File: config.mk
export PLATFORM = sky130hd
export DESIGN_NAME = rom_descriptor_deframer_core
export DESIGN_NICKNAME = d
export VERILOG_FILES = /design/src/sv/rdd_pkg.sv /design/src/sv/rdd_front.sv /design/src/sv/rdd_queue.sv /design/src/sv/rdd_back.sv /design/src/sv/rom_descriptor_deframer_core.sv
export SDC_FILE = /design/constraint.sdc
export NUM_CORES = 1
export LEC_CHECK = 0
export BUFFER_PORTS_ARGS = -buffer_cell sky130_fd_sc_hd__buf_2
export CAP_MARGIN = 30
export CORE_MARGIN = 2
export CORE_UTILIZATION = 48
export DETAILED_ROUTE_END_ITERATION = 8
export HOLD_SLACK_MARGIN = 0.03
export PLACE_DENSITY = 0.69
export SYNTH_ARGS = -nofsm -noshare
export SYNTH_HDL_FRONTEND = slang
export SYNTH_SLANG_ARGS = --single-unit
File: constraint.sdc
create_clock -name i_clk -period 8.68 [get_ports i_clk]
set_input_delay 0 -clock i_clk [delete_from_list [all_inputs] [get_ports i_clk]]
set_output_delay 0 -clock i_clk [all_outputs]
set_load 0.03 [all_outputs]
File: src/sv/rdd_pkg.sv
// Shared types and constants for the ROM descriptor deframer.
// Request structs for both channels, status codes, and register map.
// No dependencies.
package rdd_pkg;

    localparam int WORD_W     = 32;
    localparam int BUF_W      = 16;
    localparam int LEN_W      = 14;
    localparam int HALF_W     = 16;
    localparam int PADDR_W    = 3;
    localparam int PDATA_W    = 32;

    localparam logic [PADDR_W-1:0] ADDR_SWAP         = 3'd0;
    localparam logic [PADDR_W-1:0] ADDR_BUFFER_WORDS = 3'd4;

    localparam logic [WORD_W-1:0] HDR_HIGH_MASK = 32'hffff_0000;
    localparam int                TYPE_LSB      = 14;

    typedef enum logic [2:0] {
        ST_HEADER    = 3'd0,
        ST_PAYLOAD   = 3'd1,
        ST_EMPTY     = 3'd2,
        ST_END       = 3'd3,
        ST_BAD_HDR   = 3'd4,
        ST_TRUNCATED = 3'd5,
        ST_IGNORED   = 3'd6
    } t_status;

    typedef struct packed {
        logic [WORD_W-1:0] word;
        logic              start_req;
    } t_in_req;

    typedef struct packed {
        t_status           status;
        logic [1:0]        desc_type;
        logic [LEN_W-1:0]  desc_words;
        logic [HALF_W-1:0] payload;
        logic              first_of_desc;
        logic              last_of_desc;
    } t_out_req;

    function automatic logic [WORD_W-1:0] byte_reverse(input logic [WORD_W-1:0] v);
        byte_reverse = {v[7:0], v[15:8], v[23:16], v[31:24]};
    endfunction

endpackage

File: src/sv/rdd_front.sv
// Front end of the deframer: takes input requests and normalizes byte order.
// Pushes the swapped word with its start flag into the queue.
// Depends on rdd_pkg.
module rdd_front
    import rdd_pkg::*;
(
    input  logic    i_in_valid,
    input  t_in_req i_in_req,
    output logic    o_in_stall,
    input  logic    i_swap,
    input  logic    i_q_full,
    output logic    o_q_push,
    output t_in_req o_q_req
);

    assign o_in_stall        = i_q_full;
    assign o_q_push          = i_in_valid & ~i_q_full;
    assign o_q_req.start_req = i_in_req.start_req;
    assign o_q_req.word      = i_swap ? byte_reverse(i_in_req.word) : i_in_req.word;

endmodule

File: src/sv/rdd_queue.sv
// Short request queue between the front and back ends of the deframer.
// Register-based ring buffer with full and empty flags.
// Depends on rdd_pkg.
module rdd_queue
    import rdd_pkg::*;
#(
    parameter int DEPTH = 2
) (
    input  logic    i_clk,
    input  logic    i_rst_n,
    input  logic    i_push,
    input  t_in_req i_push_req,
    output logic    o_full,
    input  logic    i_pop,
    output t_in_req o_pop_req,
    output logic    o_empty
);

    localparam int PTR_W = (DEPTH > 1) ? $clog2(DEPTH) : 1;
    localparam int CNT_W = $clog2(DEPTH + 1);
    localparam logic [PTR_W-1:0] LAST_PTR = PTR_W'(DEPTH - 1);
    localparam logic [CNT_W-1:0] FULL_CNT = CNT_W'(DEPTH);

    t_in_req          r_mem [DEPTH];
    logic [PTR_W-1:0] r_wr_ptr, n_wr_ptr;
    logic [PTR_W-1:0] r_rd_ptr, n_rd_ptr;
    logic [CNT_W-1:0] r_count, n_count;

    assign o_full    = (r_count == FULL_CNT);
    assign o_empty   = (r_count == '0);
    assign o_pop_req = r_mem[r_rd_ptr];

    always_comb begin
        n_wr_ptr = r_wr_ptr;
        n_rd_ptr = r_rd_ptr;
        n_count  = r_count;
        if (i_push) begin
            n_wr_ptr = (r_wr_ptr == LAST_PTR) ? '0 : r_wr_ptr + PTR_W'(1);
        end
        if (i_pop) begin
            n_rd_ptr = (r_rd_ptr == LAST_PTR) ? '0 : r_rd_ptr + PTR_W'(1);
        end
        if (i_push && !i_pop) begin
            n_count = r_count + CNT_W'(1);
        end else if (!i_push && i_pop) begin
            n_count = r_count - CNT_W'(1);
        end
    end

    always_ff @(posedge i_clk) begin
        if (!i_rst_n) begin
            r_wr_ptr <= '0;
            r_rd_ptr <= '0;
            r_count  <= '0;
        end else begin
            r_wr_ptr <= n_wr_ptr;
            r_rd_ptr <= n_rd_ptr;
            r_count  <= n_count;
        end
    end

    always_ff @(posedge i_clk) begin
        if (i_push) begin
            r_mem[r_wr_ptr] <= i_push_req;
        end
    end

endmodule

File: src/sv/rdd_back.sv
// Back end of the deframer: parse state machine and output register.
// Pops one queued word per cycle while not empty and not stalled,
// and produces one result request for it. Depends on rdd_pkg.
module rdd_back
    import rdd_pkg::*;
(
    input  logic             i_clk,
    input  logic             i_rst_n,
    input  logic [BUF_W-1:0] i_buffer_words,
    input  logic             i_q_empty,
    input  t_in_req          i_q_req,
    output logic             o_q_pop,
    output logic             o_out_valid,
    output t_out_req         o_out_req,
    input  logic             i_out_stall
);

    logic [BUF_W-1:0] r_word_pos, n_word_pos;
    logic [LEN_W-1:0] r_remaining, n_remaining;
    logic [1:0]       r_cur_type, n_cur_type;
    logic             r_first_pending, n_first_pending;
    logic             r_stopped, n_stopped;
    logic             r_out_valid;
    t_out_req         r_out_req, n_out_req;

    logic [BUF_W-1:0] pos_e;
    logic [LEN_W-1:0] rem_e;
    logic [1:0]       type_e;
    logic             first_e;
    logic             stop_e;
    logic [BUF_W-1:0] pos_inc;
    logic [BUF_W-1:0] avail;
    logic [WORD_W-1:0] v;
    logic [1:0]       hdr_type;
    logic [LEN_W-1:0] hdr_len;

    assign o_q_pop     = ~i_q_empty & (~r_out_valid | ~i_out_stall);
    assign o_out_valid = r_out_valid;
    assign o_out_req   = r_out_req;

    assign v        = i_q_req.word;
    assign hdr_type = v[TYPE_LSB+1:TYPE_LSB];
    assign hdr_len  = v[LEN_W-1:0];

    always_comb begin
        pos_e   = i_q_req.start_req ? '0 : r_word_pos;
        rem_e   = i_q_req.start_req ? '0 : r_remaining;
        type_e  = i_q_req.start_req ? '0 : r_cur_type;
        first_e = i_q_req.start_req ? 1'b0 : r_first_pending;
        stop_e  = i_q_req.start_req ? 1'b0 : r_stopped;
        pos_inc = pos_e + BUF_W'(1);
        avail   = i_buffer_words - pos_inc;

        n_word_pos      = pos_e;
        n_remaining     = rem_e;
        n_cur_type      = type_e;
        n_first_pending = first_e;
        n_stopped       = stop_e;
        n_out_req       = '0;
        n_out_req.status = ST_IGNORED;

        if (!stop_e && (pos_e < i_buffer_words)) begin
            n_word_pos = pos_inc;
            if (rem_e != '0) begin
                n_out_req.status        = ST_PAYLOAD;
                n_out_req.desc_type     = type_e;
                n_out_req.payload       = v[HALF_W-1:0];
                n_out_req.first_of_desc = first_e;
                n_out_req.last_of_desc  = (rem_e == LEN_W'(1));
                n_remaining             = rem_e - LEN_W'(1);
                n_first_pending         = 1'b0;
            end else if ((v & HDR_HIGH_MASK) != '0) begin
                n_out_req.status = ST_BAD_HDR;
                n_stopped        = 1'b1;
            end else begin
                n_out_req.desc_type  = hdr_type;
                n_out_req.desc_words = hdr_len;
                priority if (hdr_type == 2'd0) begin
                    n_out_req.status = ST_END;
                    n_stopped        = 1'b1;
                end else if (BUF_W'(hdr_len) > avail) begin
                    n_out_req.status = ST_TRUNCATED;
                    n_stopped        = 1'b1;
                end else if (hdr_len == '0) begin
                    n_out_req.status = ST_EMPTY;
                end else begin
                    n_out_req.status = ST_HEADER;
                    n_remaining      = hdr_len;
                    n_cur_type       = hdr_type;
                    n_first_pending  = 1'b1;
                end
            end
        end
    end

    always_ff @(posedge i_clk) begin
        if (!i_rst_n) begin
            r_word_pos      <= '0;
            r_remaining     <= '0;
            r_cur_type      <= '0;
            r_first_pending <= 1'b0;
            r_stopped       <= 1'b0;
            r_out_valid     <= 1'b0;
        end else begin
            if (o_q_pop) begin
                r_word_pos      <= n_word_pos;
                r_remaining     <= n_remaining;
                r_cur_type      <= n_cur_type;
                r_first_pending <= n_first_pending;
                r_stopped       <= n_stopped;
                r_out_valid     <= 1'b1;
            end else if (!i_out_stall) begin
                r_out_valid <= 1'b0;
            end
        end
    end

    always_ff @(posedge i_clk) begin
        if (o_q_pop) begin
            r_out_req <= n_out_req;
        end
    end

endmodule

File: src/sv/rom_descriptor_deframer_core.sv
// Top level of the ROM descriptor deframer: APB registers, front, queue, back.
// Depends on rdd_pkg, rdd_front, rdd_queue, rdd_back.
//
//   channel   valid        payload     stall        direction
//   input     i_in_valid   i_in_req    o_in_stall   ROM word requests in
//   output    o_out_valid  o_out_req   i_out_stall  one result request per word
//   config    psel/penable paddr/pwdata pready=1    APB register writes/reads
//
// One word per cycle sustained while the output is not stalled; a word passes
// through the queue entry and then the back-end output register.
// Synchronous active-low reset clears parse state, queue and registers.
// Input stalls only when the queue is full; output stalls back up through it.
module rom_descriptor_deframer_core
    import rdd_pkg::*;
#(
    parameter int QUEUE_DEPTH = 2
) (
    input  logic               i_clk,
    input  logic               i_rst_n,
    input  logic               i_in_valid,
    input  t_in_req            i_in_req,
    output logic               o_in_stall,
    output logic               o_out_valid,
    output t_out_req           o_out_req,
    input  logic               i_out_stall,
    input  logic               psel,
    input  logic               penable,
    input  logic               pwrite,
    input  logic [PADDR_W-1:0] paddr,
    input  logic [PDATA_W-1:0] pwdata,
    output logic [PDATA_W-1:0] prdata,
    output logic               pready
);

    logic             r_swap;
    logic [BUF_W-1:0] r_buffer_words;
    logic             cfg_wr;

    logic    q_full;
    logic    q_empty;
    logic    q_push;
    logic    q_pop;
    t_in_req q_push_req;
    t_in_req q_pop_req;

    assign pready = 1'b1;
    assign cfg_wr = psel & penable & pwrite;

    always_ff @(posedge i_clk) begin
        if (!i_rst_n) begin
            r_swap         <= 1'b0;
            r_buffer_words <= '0;
        end else if (cfg_wr) begin
            if (paddr == ADDR_SWAP) begin
                r_swap <= pwdata[0];
            end
            if (paddr == ADDR_BUFFER_WORDS) begin
                r_buffer_words <= pwdata[BUF_W-1:0];
            end
        end
    end

    always_comb begin
        prdata = '0;
        if (paddr == ADDR_SWAP) begin
            prdata = PDATA_W'(r_swap);
        end else if (paddr == ADDR_BUFFER_WORDS) begin
            prdata = PDATA_W'(r_buffer_words);
        end
    end

    rdd_front u_front (
        .i_in_valid (i_in_valid),
        .i_in_req   (i_in_req),
        .o_in_stall (o_in_stall),
        .i_swap     (r_swap),
        .i_q_full   (q_full),
        .o_q_push   (q_push),
        .o_q_req    (q_push_req)
    );

    rdd_queue #(
        .DEPTH (QUEUE_DEPTH)
    ) u_queue (
        .i_clk      (i_clk),
        .i_rst_n    (i_rst_n),
        .i_push     (q_push),
        .i_push_req (q_push_req),
        .o_full     (q_full),
        .i_pop      (q_pop),
        .o_pop_req  (q_pop_req),
        .o_empty    (q_empty)
    );

    rdd_back u_back (
        .i_clk          (i_clk),
        .i_rst_n        (i_rst_n),
        .i_buffer_words (r_buffer_words),
        .i_q_empty      (q_empty),
        .i_q_req        (q_pop_req),
        .o_q_pop        (q_pop),
        .o_out_valid    (o_out_valid),
        .o_out_req      (o_out_req),
        .i_out_stall    (i_out_stall)
    );

endmodule
==> results of run 1 <==
[worst min-delay path: cells and delay by family]
family	cells	cell delay [ps]
compound gates	1	50
buf+inv	1	110
simple gates	2	450
[Yosys cell counts, types with 5 or more instances]
cell / number
sky130_fd_sc_hd__edfxtp_1: 103
sky130_fd_sc_hd__nand2_1: 91
sky130_fd_sc_hd__nor2_1: 85
sky130_fd_sc_hd__a21oi_1: 68
sky130_fd_sc_hd__dfxtp_1: 57
sky130_fd_sc_hd__inv_1: 47
sky130_fd_sc_hd__ha_1: 44
sky130_fd_sc_hd__o21ai_0: 42
sky130_fd_sc_hd__clkbuf_1: 35
sky130_fd_sc_hd__mux2_2: 35
sky130_fd_sc_hd__and2_1: 32
sky130_fd_sc_hd__nand3_1: 32
sky130_fd_sc_hd__mux2i_1: 19
sky130_fd_sc_hd__buf_4: 18
sky130_fd_sc_hd__nand4_1: 16
sky130_fd_sc_hd__nor3_1: 16
sky130_fd_sc_hd__nor4_1: 15
sky130_fd_sc_hd__xnor2_1: 15
sky130_fd_sc_hd__a21o_1: 11
sky130_fd_sc_hd__o211ai_1: 11
sky130_fd_sc_hd__o21a_1: 11
sky130_fd_sc_hd__or3_1: 11
sky130_fd_sc_hd__a31oi_1: 9
sky130_fd_sc_hd__xor2_1: 9
sky130_fd_sc_hd__and3_1: 7
sky130_fd_sc_hd__nand2b_1: 6
sky130_fd_sc_hd__o22ai_1: 5
[cell type report]
type	instances	area [sq um]	share of cell area [%]
Inverter	49	184	1.62
Sequential cell	160	4230	37.3
Multi-Input combinational cell	698	4610	40.6
Clock buffer	17	425	3.74
Timing Repair Buffer	199	1380	12.1
Tap cell	260	325	2.86
Clock inverter	15	204	1.80
[cell families (layout without fill, tap and decap cells)]
logic type	count (synthesis)	in the layout	synth area share, %
buf+inv	108	280	5.15
fa+ha+maj	50	50	6.76
xor+xnor	25	25	2.51
simple gates	336	336	17.9
mux	56	56	6.72
flops	160	160	45.7
compound gates	214	214	15.2
other cells	2	17	0.0811
[flip-flops by register name, summed over array words and instances (netlist names), 2 cells and up, named ones only]
signal	count
u_queue.r_count	2
u_back.r_word_pos	16
u_back.o_out_req	37
u_back.r_cur_type	2
r_buffer_words	16
u_back.r_remaining	14
u_queue.r_mem	66
[metal layers]
metal  wire length, um  vias to the layer above  global-route usage, %
met5                 0                        -                      0
met4               636                        0                   9.22
met3              1550                       60                   4.16
met2             12000                      326                   41.1
met1             10900                     3829                   34.2
li1                  -                     3798                      -
[worst max-delay path by stage]
stage                    from                                  to  depth (start not counted)
detailed placement  flip-flop  u_back.o_out_req[35]$_SDFFCE_PN1P_                         29
floorplan           flip-flop  u_back.o_out_req[35]$_SDFFCE_PN1P_                         32
finish              flip-flop  u_back.o_out_req[35]$_SDFFCE_PN1P_                         29
global route        flip-flop  u_back.r_remaining[1]$_SDFFE_PN0P_                         29
global placement    flip-flop  u_back.o_out_req[35]$_SDFFCE_PN1P_                         29
CTS                 flip-flop  u_back.o_out_req[35]$_SDFFCE_PN1P_                         29
[power groups by stage]
stage                     logic, uW  registers [uW]  clock network (uW)
after floorplan                 568            1180                   0
after global placement          971            1060                   0
after detailed placement        985            1060                   0
after CTS                      1010            1050                 804
after global routing           1110            1060                 836
final                          1030            1050                 797
[timing repair]
item                      in CTS  in global routing
resized for setup              0                  0
hold endpoints to repair      87                  0
hold buffers                  70                  0
[per-stage QoR]
| step | cell area (sq um) | hold slack [ps] | std cells | power (uW) | setup slack, ps |
|---|---|---|---|---|---|
| floorplan | 9320 | 98.9 | 966 | 1750 | 1990 |
| global placement | 10000 | 215 | 1293 | 2030 | 1950 |
| detailed placement | 10000 | 208 | 1295 | 2050 | 1860 |
| CTS | 11400 | 218 | 1397 | 2870 | 1820 |
| global route | 11400 | 273 | 1398 | 3010 | 1340 |
| finish | 11400 | 234 | 1398 | 2870 | 1800 |
==> tab_implementation.tex, run 1 <==
\begin{tabular}{lr}
\hline
Metric & Value \\
\hline
\multicolumn{2}{l}{\textbf{Outcome}} \\
\quad Result of the run & complete, no violations \\
\multicolumn{2}{l}{\textbf{Clock tree}} \\
\quad Htree depth & 4 \\
\quad Worst-path clk slew & 70 ps \\
\quad Buffer type at the clock tree root & sky130\_fd\_sc\_hd\_\_clkbuf\_16 \\
\quad Number of buffers on the longest clock path & 2 \\
\quad Cts bufs inserted & 17 \\
\quad Worst-Skew Late Latency & 430 ps \\
\quad \# clock sinks & 160 \\
\quad Clock tree from TritonCTS & yes \\
\quad Buffer count from post-CTS setup fixing & 0 \\
\multicolumn{2}{l}{\textbf{Placement}} \\
\quad DP Wirelength & 16.6 mm \\
\quad Port-buffer cells & 113 \\
\quad Routability congestion estimate & 0.910 \\
\multicolumn{2}{l}{\textbf{Setup path}} \\
\quad Max stage delay cell, worst path & sky130\_fd\_sc\_hd\_\_maj3\_2 \\
\quad Worst setup slack for register-to-register paths & 1800 ps \\
\quad Highest fanout seen on the critical path & 29 \\
\quad Worst EP required & 8820 ps \\
\quad Capture instance of the worst register-to-register path & u\_back.o\_out\_req[35]\$\_SDFFCE\_PN1P\_ \\
\quad Buffering stage count on the worst path with inverters included & 3 \\
\quad R2r worst-path depth & 29 \\
\quad Arr. time, crit path & 7030 ps \\
\quad Worst Setup Start Kind & flip-flop \\
\quad Slowest cell delay on critical path & 360 ps \\
\quad Classification of the worst setup path & flip-flop to flip-flop \\
\quad Endpoint class of the critical path & flip-flop \\
\quad Crit-path leading delay family & compound AO/OA/AOI/OAI gates \\
\multicolumn{2}{l}{\textbf{GRT}} \\
\quad Combined global-route utilization of all metal layers & 25.3\% \\
\quad Number of antenna violations at the first check in global routing & 0 \\
\quad GRT overflow & 0 \\
\quad Via count of the first global-routing pass & 7690 \\
\quad Maximum number of pins on one net before global-route repair & 67 \\
\quad Global-route wire length before repair & 40.1 mm \\
\multicolumn{2}{l}{\textbf{Detailed routing}} \\
\quad Drt initial violations & 820 \\
\quad Number of iterations in the first detailed-routing pass & 6 \\
\quad Via count & 8013 \\
\quad WL per Instance & 18.0 um \\
\quad Total detailed-routing wirelength & 25.1 mm \\
\quad DRT antenna net count & 0 \\
\quad Per-cell via count in the routed design & 5.73 \\
\quad DRC violation count after routing & 0 \\
\multicolumn{2}{l}{\textbf{Finish}} \\
\quad Final net count & 1245 \\
\quad Area growth from synthesis to layout & 22.7\% \\
\quad Commonest non-fill, non-tap cell in the layout & sky130\_fd\_sc\_hd\_\_buf\_2 \\
\quad Fraction of layout cells with a size suffix above 1 & 19.2\% \\
\quad Most frequent cells in the layout & sky130\_fd\_sc\_hd\_\_buf\_2, sky130\_fd\_sc\_hd\_\_edfxtp\_1, sky130\_fd\_sc\_hd\_\_nand2\_1 \\
\quad Post-layout utilization of the core & 60.3\% \\
\quad Fill count & 1591 \\
\quad Total inserted antenna cells & 0 \\
\multicolumn{2}{l}{\textbf{Timing}} \\
\quad FMAX & 145 MHz \\
\quad Summed negative setup slack over all endpoints & 0 ps \\
\quad Worst Clk Skew & 11.6 ps \\
\quad Final hold violations & 0 \\
\quad Number of pins exceeding their max-slew limit in the final report & 0 \\
\quad RSZ-0062 raised after global routing & false \\
\quad Transition time at the pin with the least slew margin & 869 ps \\
\quad Post-route minimum period & 6880 ps \\
\quad Final setup violating endpoints & 0 \\
\quad Share of the clock period used by the worst path & 79.3\% \\
\quad Worst slew margin & 40.4\% \\
\multicolumn{2}{l}{\textbf{Synthesis}} \\
\quad Sequential element share of the synthesized area & 45.7\% \\
\quad Synth area leaders & sky130\_fd\_sc\_hd\_\_edfxtp\_1, sky130\_fd\_sc\_hd\_\_dfxtp\_1, sky130\_fd\_sc\_hd\_\_ha\_1 \\
\quad Cell area after synthesis & 9260 sq um \\
\quad FF+latch count, synth & 160 \\
\quad Fraction of synthesis flops using an asynchronous set or reset pin & 0\% \\
\quad Count of yosys warnings during synthesis & 0 \\
\quad Post-Syn Area per Cell & 9.74 sq um \\
\quad Library cells used by synthesis & 80 \\
\quad Main synth FF type & sky130\_fd\_sc\_hd\_\_edfxtp\_1 \\
\quad EDFF count, synth & 103 \\
\quad Post-synth top area share & 33.4\% \\
\quad Library cell with the largest summed area after synthesis & sky130\_fd\_sc\_hd\_\_edfxtp\_1 \\
\quad Cell count after synthesis & 951 \\
\multicolumn{2}{l}{\textbf{Pwr}} \\
\quad Worst IR Drop VDD & 0.000171 V \\
\quad Sequential Power Share & 36.5\% \\
\quad Switching component of the power & 1120 uW \\
\quad Fraction of power consumed by combinational cells & 35.8\% \\
\quad Part of the total power dissipated in the clock network & 27.7\% \\
\quad Internal & 1750 uW \\
\quad Areal power density over the cells & 253 nW/um\^{}2 \\
\quad Switch share & 39.1\% \\
\quad Static Leakage & 0.00446 uW \\
\multicolumn{2}{l}{\textbf{Worst hold path}} \\
\quad Hold Crit Start & penable \\
\quad Class of the worst hold path & primary input to flip-flop \\
\quad Min-Delay Path Depth & 4 \\
\quad Hold endpoint & r\_buffer\_words[9]\$\_SDFFE\_PN0P\_ \\
\multicolumn{2}{l}{\textbf{Run}} \\
\quad Maxcap violations & 0 \\
\multicolumn{2}{l}{\textbf{Floorplan}} \\
\quad Core area & 18800 sq um \\
\quad Die height & 143 um \\
\quad Number of standard-cell rows in the floorplan & 50 \\
\quad Io pins & 147 \\
\quad Width of the die & 143 um \\
\quad Floorplan die area & 20400 sq um \\
\quad Effective utilization at floorplan & 49.2\% \\
\hline
\end{tabular}
Note: power is estimated with default switching activity, not from simulation.
==> inputs of run 2 (changes only) <==
- clock period: 8.68 -> 6.89 ns (I/O delays scaled with it)
==> tab_implementation.tex, run 2 (synthesis results as in run 1) <==
\begin{tabular}{lr}
\hline
Metric & Value \\
\hline
\multicolumn{2}{l}{\textbf{Clock tree}} \\
\quad Buffer type at the clock tree root & sky130\_fd\_sc\_hd\_\_clkbuf\_16 \\
\quad Cts bufs inserted & 17 \\
\quad Htree depth & 4 \\
\quad \# clock sinks & 160 \\
\quad Buffer count from post-CTS setup fixing & 0 \\
\quad Number of buffers on the longest clock path & 2 \\
\quad Clock tree from TritonCTS & yes \\
\quad Worst-Skew Late Latency & 440 ps \\
\quad Worst-path clk slew & 80 ps \\
\quad Count of cells resized by post-cts repair & 0 \\
\multicolumn{2}{l}{\textbf{Placement}} \\
\quad Cell count after placement & 1295 \\
\quad Routability congestion estimate & 0.918 \\
\quad Port-buffer cells & 113 \\
\quad DP Wirelength & 16.7 mm \\
\multicolumn{2}{l}{\textbf{Pwr}} \\
\quad Switching component of the power & 1480 uW \\
\quad Worst IR Drop VDD & 0.000216 V \\
\quad Static Leakage & 0.00444 uW \\
\quad Internal & 2110 uW \\
\quad Fraction of power consumed by combinational cells & 36.0\% \\
\quad Areal power density over the cells & 317 nW/um\^{}2 \\
\quad Part of the total power dissipated in the clock network & 27.2\% \\
\quad Sequential Power Share & 36.8\% \\
\quad Switch share & 41.1\% \\
\multicolumn{2}{l}{\textbf{Setup path}} \\
\quad Worst Setup Start Kind & flip-flop \\
\quad Endpoint class of the critical path & flip-flop \\
\quad Highest fanout seen on the critical path & 27 \\
\quad R2r worst-path depth & 26 \\
\quad Arr. time, crit path & 6500 ps \\
\quad Cell repeated most along the worst path & sky130\_fd\_sc\_hd\_\_o21ai\_0 \\
\quad Worst EP required & 7050 ps \\
\quad Max stage delay cell, worst path & sky130\_fd\_sc\_hd\_\_dfxtp\_1 \\
\quad Worst setup slack for register-to-register paths & 550 ps \\
\quad Classification of the worst setup path & flip-flop to flip-flop \\
\quad Capture instance of the worst register-to-register path & u\_back.o\_out\_req[35]\$\_SDFFCE\_PN1P\_ \\
\quad End of the critical path & u\_back.o\_out\_req[35]\$\_SDFFCE\_PN1P\_ \\
\quad Slowest cell delay on critical path & 390 ps \\
\multicolumn{2}{l}{\textbf{Timing}} \\
\quad Transition time at the pin with the least slew margin & 1070 ps \\
\quad Number of pins exceeding their max-slew limit in the final report & 0 \\
\quad Worst Clk Skew & 12.2 ps \\
\quad Final setup violating endpoints & 0 \\
\quad RSZ-0062 raised after global routing & false \\
\quad Post-route minimum period & 6340 ps \\
\quad FMAX & 158 MHz \\
\quad Worst slew margin & 27.7\% \\
\quad Final hold violations & 0 \\
\quad Share of the clock period used by the worst path & 92.0\% \\
\quad Summed negative setup slack over all endpoints & 0 ps \\
\multicolumn{2}{l}{\textbf{Worst hold path}} \\
\quad Hold Crit Start & i\_rst\_n \\
\quad Class of the worst hold path & primary input to flip-flop \\
\quad Min-Delay Path Depth & 2 \\
\multicolumn{2}{l}{\textbf{Floorplan}} \\
\quad Die height & 143 um \\
\quad Floorplan die area & 20400 sq um \\
\quad Effective utilization at floorplan & 49.2\% \\
\quad Number of standard-cell rows in the floorplan & 50 \\
\quad Width of the die & 143 um \\
\quad Io pins & 147 \\
\quad Core area & 18800 sq um \\
\multicolumn{2}{l}{\textbf{Detailed routing}} \\
\quad Total detailed-routing wirelength & 25.4 mm \\
\quad DRT antenna net count & 0 \\
\quad Number of iterations in the first detailed-routing pass & 8 \\
\quad DRC violation count after routing & 0 \\
\quad Via count & 8040 \\
\quad WL per Instance & 18.2 um \\
\quad Drt initial violations & 842 \\
\quad Per-cell via count in the routed design & 5.76 \\
\multicolumn{2}{l}{\textbf{GRT}} \\
\quad Via count of the first global-routing pass & 7515 \\
\quad Combined global-route utilization of all metal layers & 25.0\% \\
\quad Number of antenna violations at the first check in global routing & 1 \\
\quad Maximum number of pins on one net before global-route repair & 65 \\
\quad Global-route wire length before repair & 39.2 mm \\
\quad GRT overflow & 0 \\
\multicolumn{2}{l}{\textbf{Outcome}} \\
\quad Result of the run & complete, no violations \\
\multicolumn{2}{l}{\textbf{Finish}} \\
\quad Most flops, register & u\_queue.r\_mem \\
\quad Commonest non-fill, non-tap cell in the layout & sky130\_fd\_sc\_hd\_\_buf\_2 \\
\quad Fraction of layout cells with a size suffix above 1 & 19.4\% \\
\quad Fin cells & 1397 \\
\quad Most frequent cells in the layout & sky130\_fd\_sc\_hd\_\_buf\_2, sky130\_fd\_sc\_hd\_\_edfxtp\_1, sky130\_fd\_sc\_hd\_\_nand2\_1 \\
\quad Area growth from synthesis to layout & 22.5\% \\
\quad Final net count & 1243 \\
\quad Number of flip-flops under the largest register name & 66 \\
\multicolumn{2}{l}{\textbf{Run}} \\
\quad Maxcap violations & 0 \\
\hline
\end{tabular}
run 2: cell count changes in the layout (fill, tap and decap cells not counted), moves of 2 or more:
| cell | previous run | this run |
|---|---|---|
| sky130_fd_sc_hd__clkinv_1 | 2 | 0 |
| sky130_fd_sc_hd__clkinv_4 | 2 | 0 |
| sky130_fd_sc_hd__bufinv_16 | 3 | 0 |
| sky130_fd_sc_hd__inv_12 | 0 | 2 |
| sky130_fd_sc_hd__clkinv_8 | 2 | 5 |
| sky130_fd_sc_hd__inv_6 | 2 | 4 |
run 2: critical path, delay by kind of cell (launching register included):
family | cells | cell delay [ps]
fa+ha+maj | 4 | 1300
xor+xnor | 2 | 270
buf+inv | 1 | 320
simple gates | 6 | 1260
flops | 1 | 390
mux | 1 | 310
compound gates | 12 | 2230
run 2: per-stage QoR:
step / setup WS (ps) / hold slack (ps) / utilization (%) / area [sq um] / total power, uW
global route: 126 / 46.1 / 60.2 / 11300 / 3750
finish: 549 / 55.1 / 60.2 / 11300 / 3590
global placement: 707 / 190 / 53.2 / 10000 / 2550
detailed placement: 631 / 193 / 53.2 / 10000 / 2580
CTS: 597 / 30.3 / 60.2 / 11300 / 3580
floorplan: 200 / 98.9 / - / 9320 / 2210
run 2: how the worst min path moves through the flow:
stage                                                    to  slack (ps)
final                     u_back.r_word_pos[3]$_SDFFE_PN0P_          60
after global routing      u_back.r_word_pos[3]$_SDFFE_PN0P_          50
after CTS                 u_back.r_word_pos[3]$_SDFFE_PN0P_          30
after detailed placement      u_queue.r_mem[0][0]$_DFFE_PP_         190
after global placement        u_queue.r_mem[0][0]$_DFFE_PP_         190
after floorplan               u_queue.r_mem[0][0]$_DFFE_PP_         100
run 2: area by class of cell:
cell class | instances | area [sq um]
fill | 1539 | 7490
multi-input combinational | 698 | 4610
sequential | 160 | 4230
timing repair buffer | 197 | 1370
clock buffer | 17 | 425
tap | 260 | 325
clock inverter | 15 | 194
inverter | 49 | 184
antenna | 1 | 2.50
run 2: power groups by stage:
stage	clock network, uW	logic, uW	registers (uW)
after global routing	1020	1390	1340
after detailed placement	0	1240	1340
after floorplan	0	716	1490
after CTS	986	1270	1320
after global placement	0	1220	1340
final	978	1290	1320
run 2: timing repair:
action | CTS | global route
endpoints found under the hold margin | 85 | 0
hold buffers | 69 | 0
endpoints found under the setup margin | 0 | 0
run 2: routing by layer:
layer	up-vias	global-route usage (%)	part of all wire, %
li1	3805	-	-
met1	3794	33.3	42
met2	376	40.4	48
met3	65	4.53	7.5
met4	0	10.1	2.8
met5	-	0	0
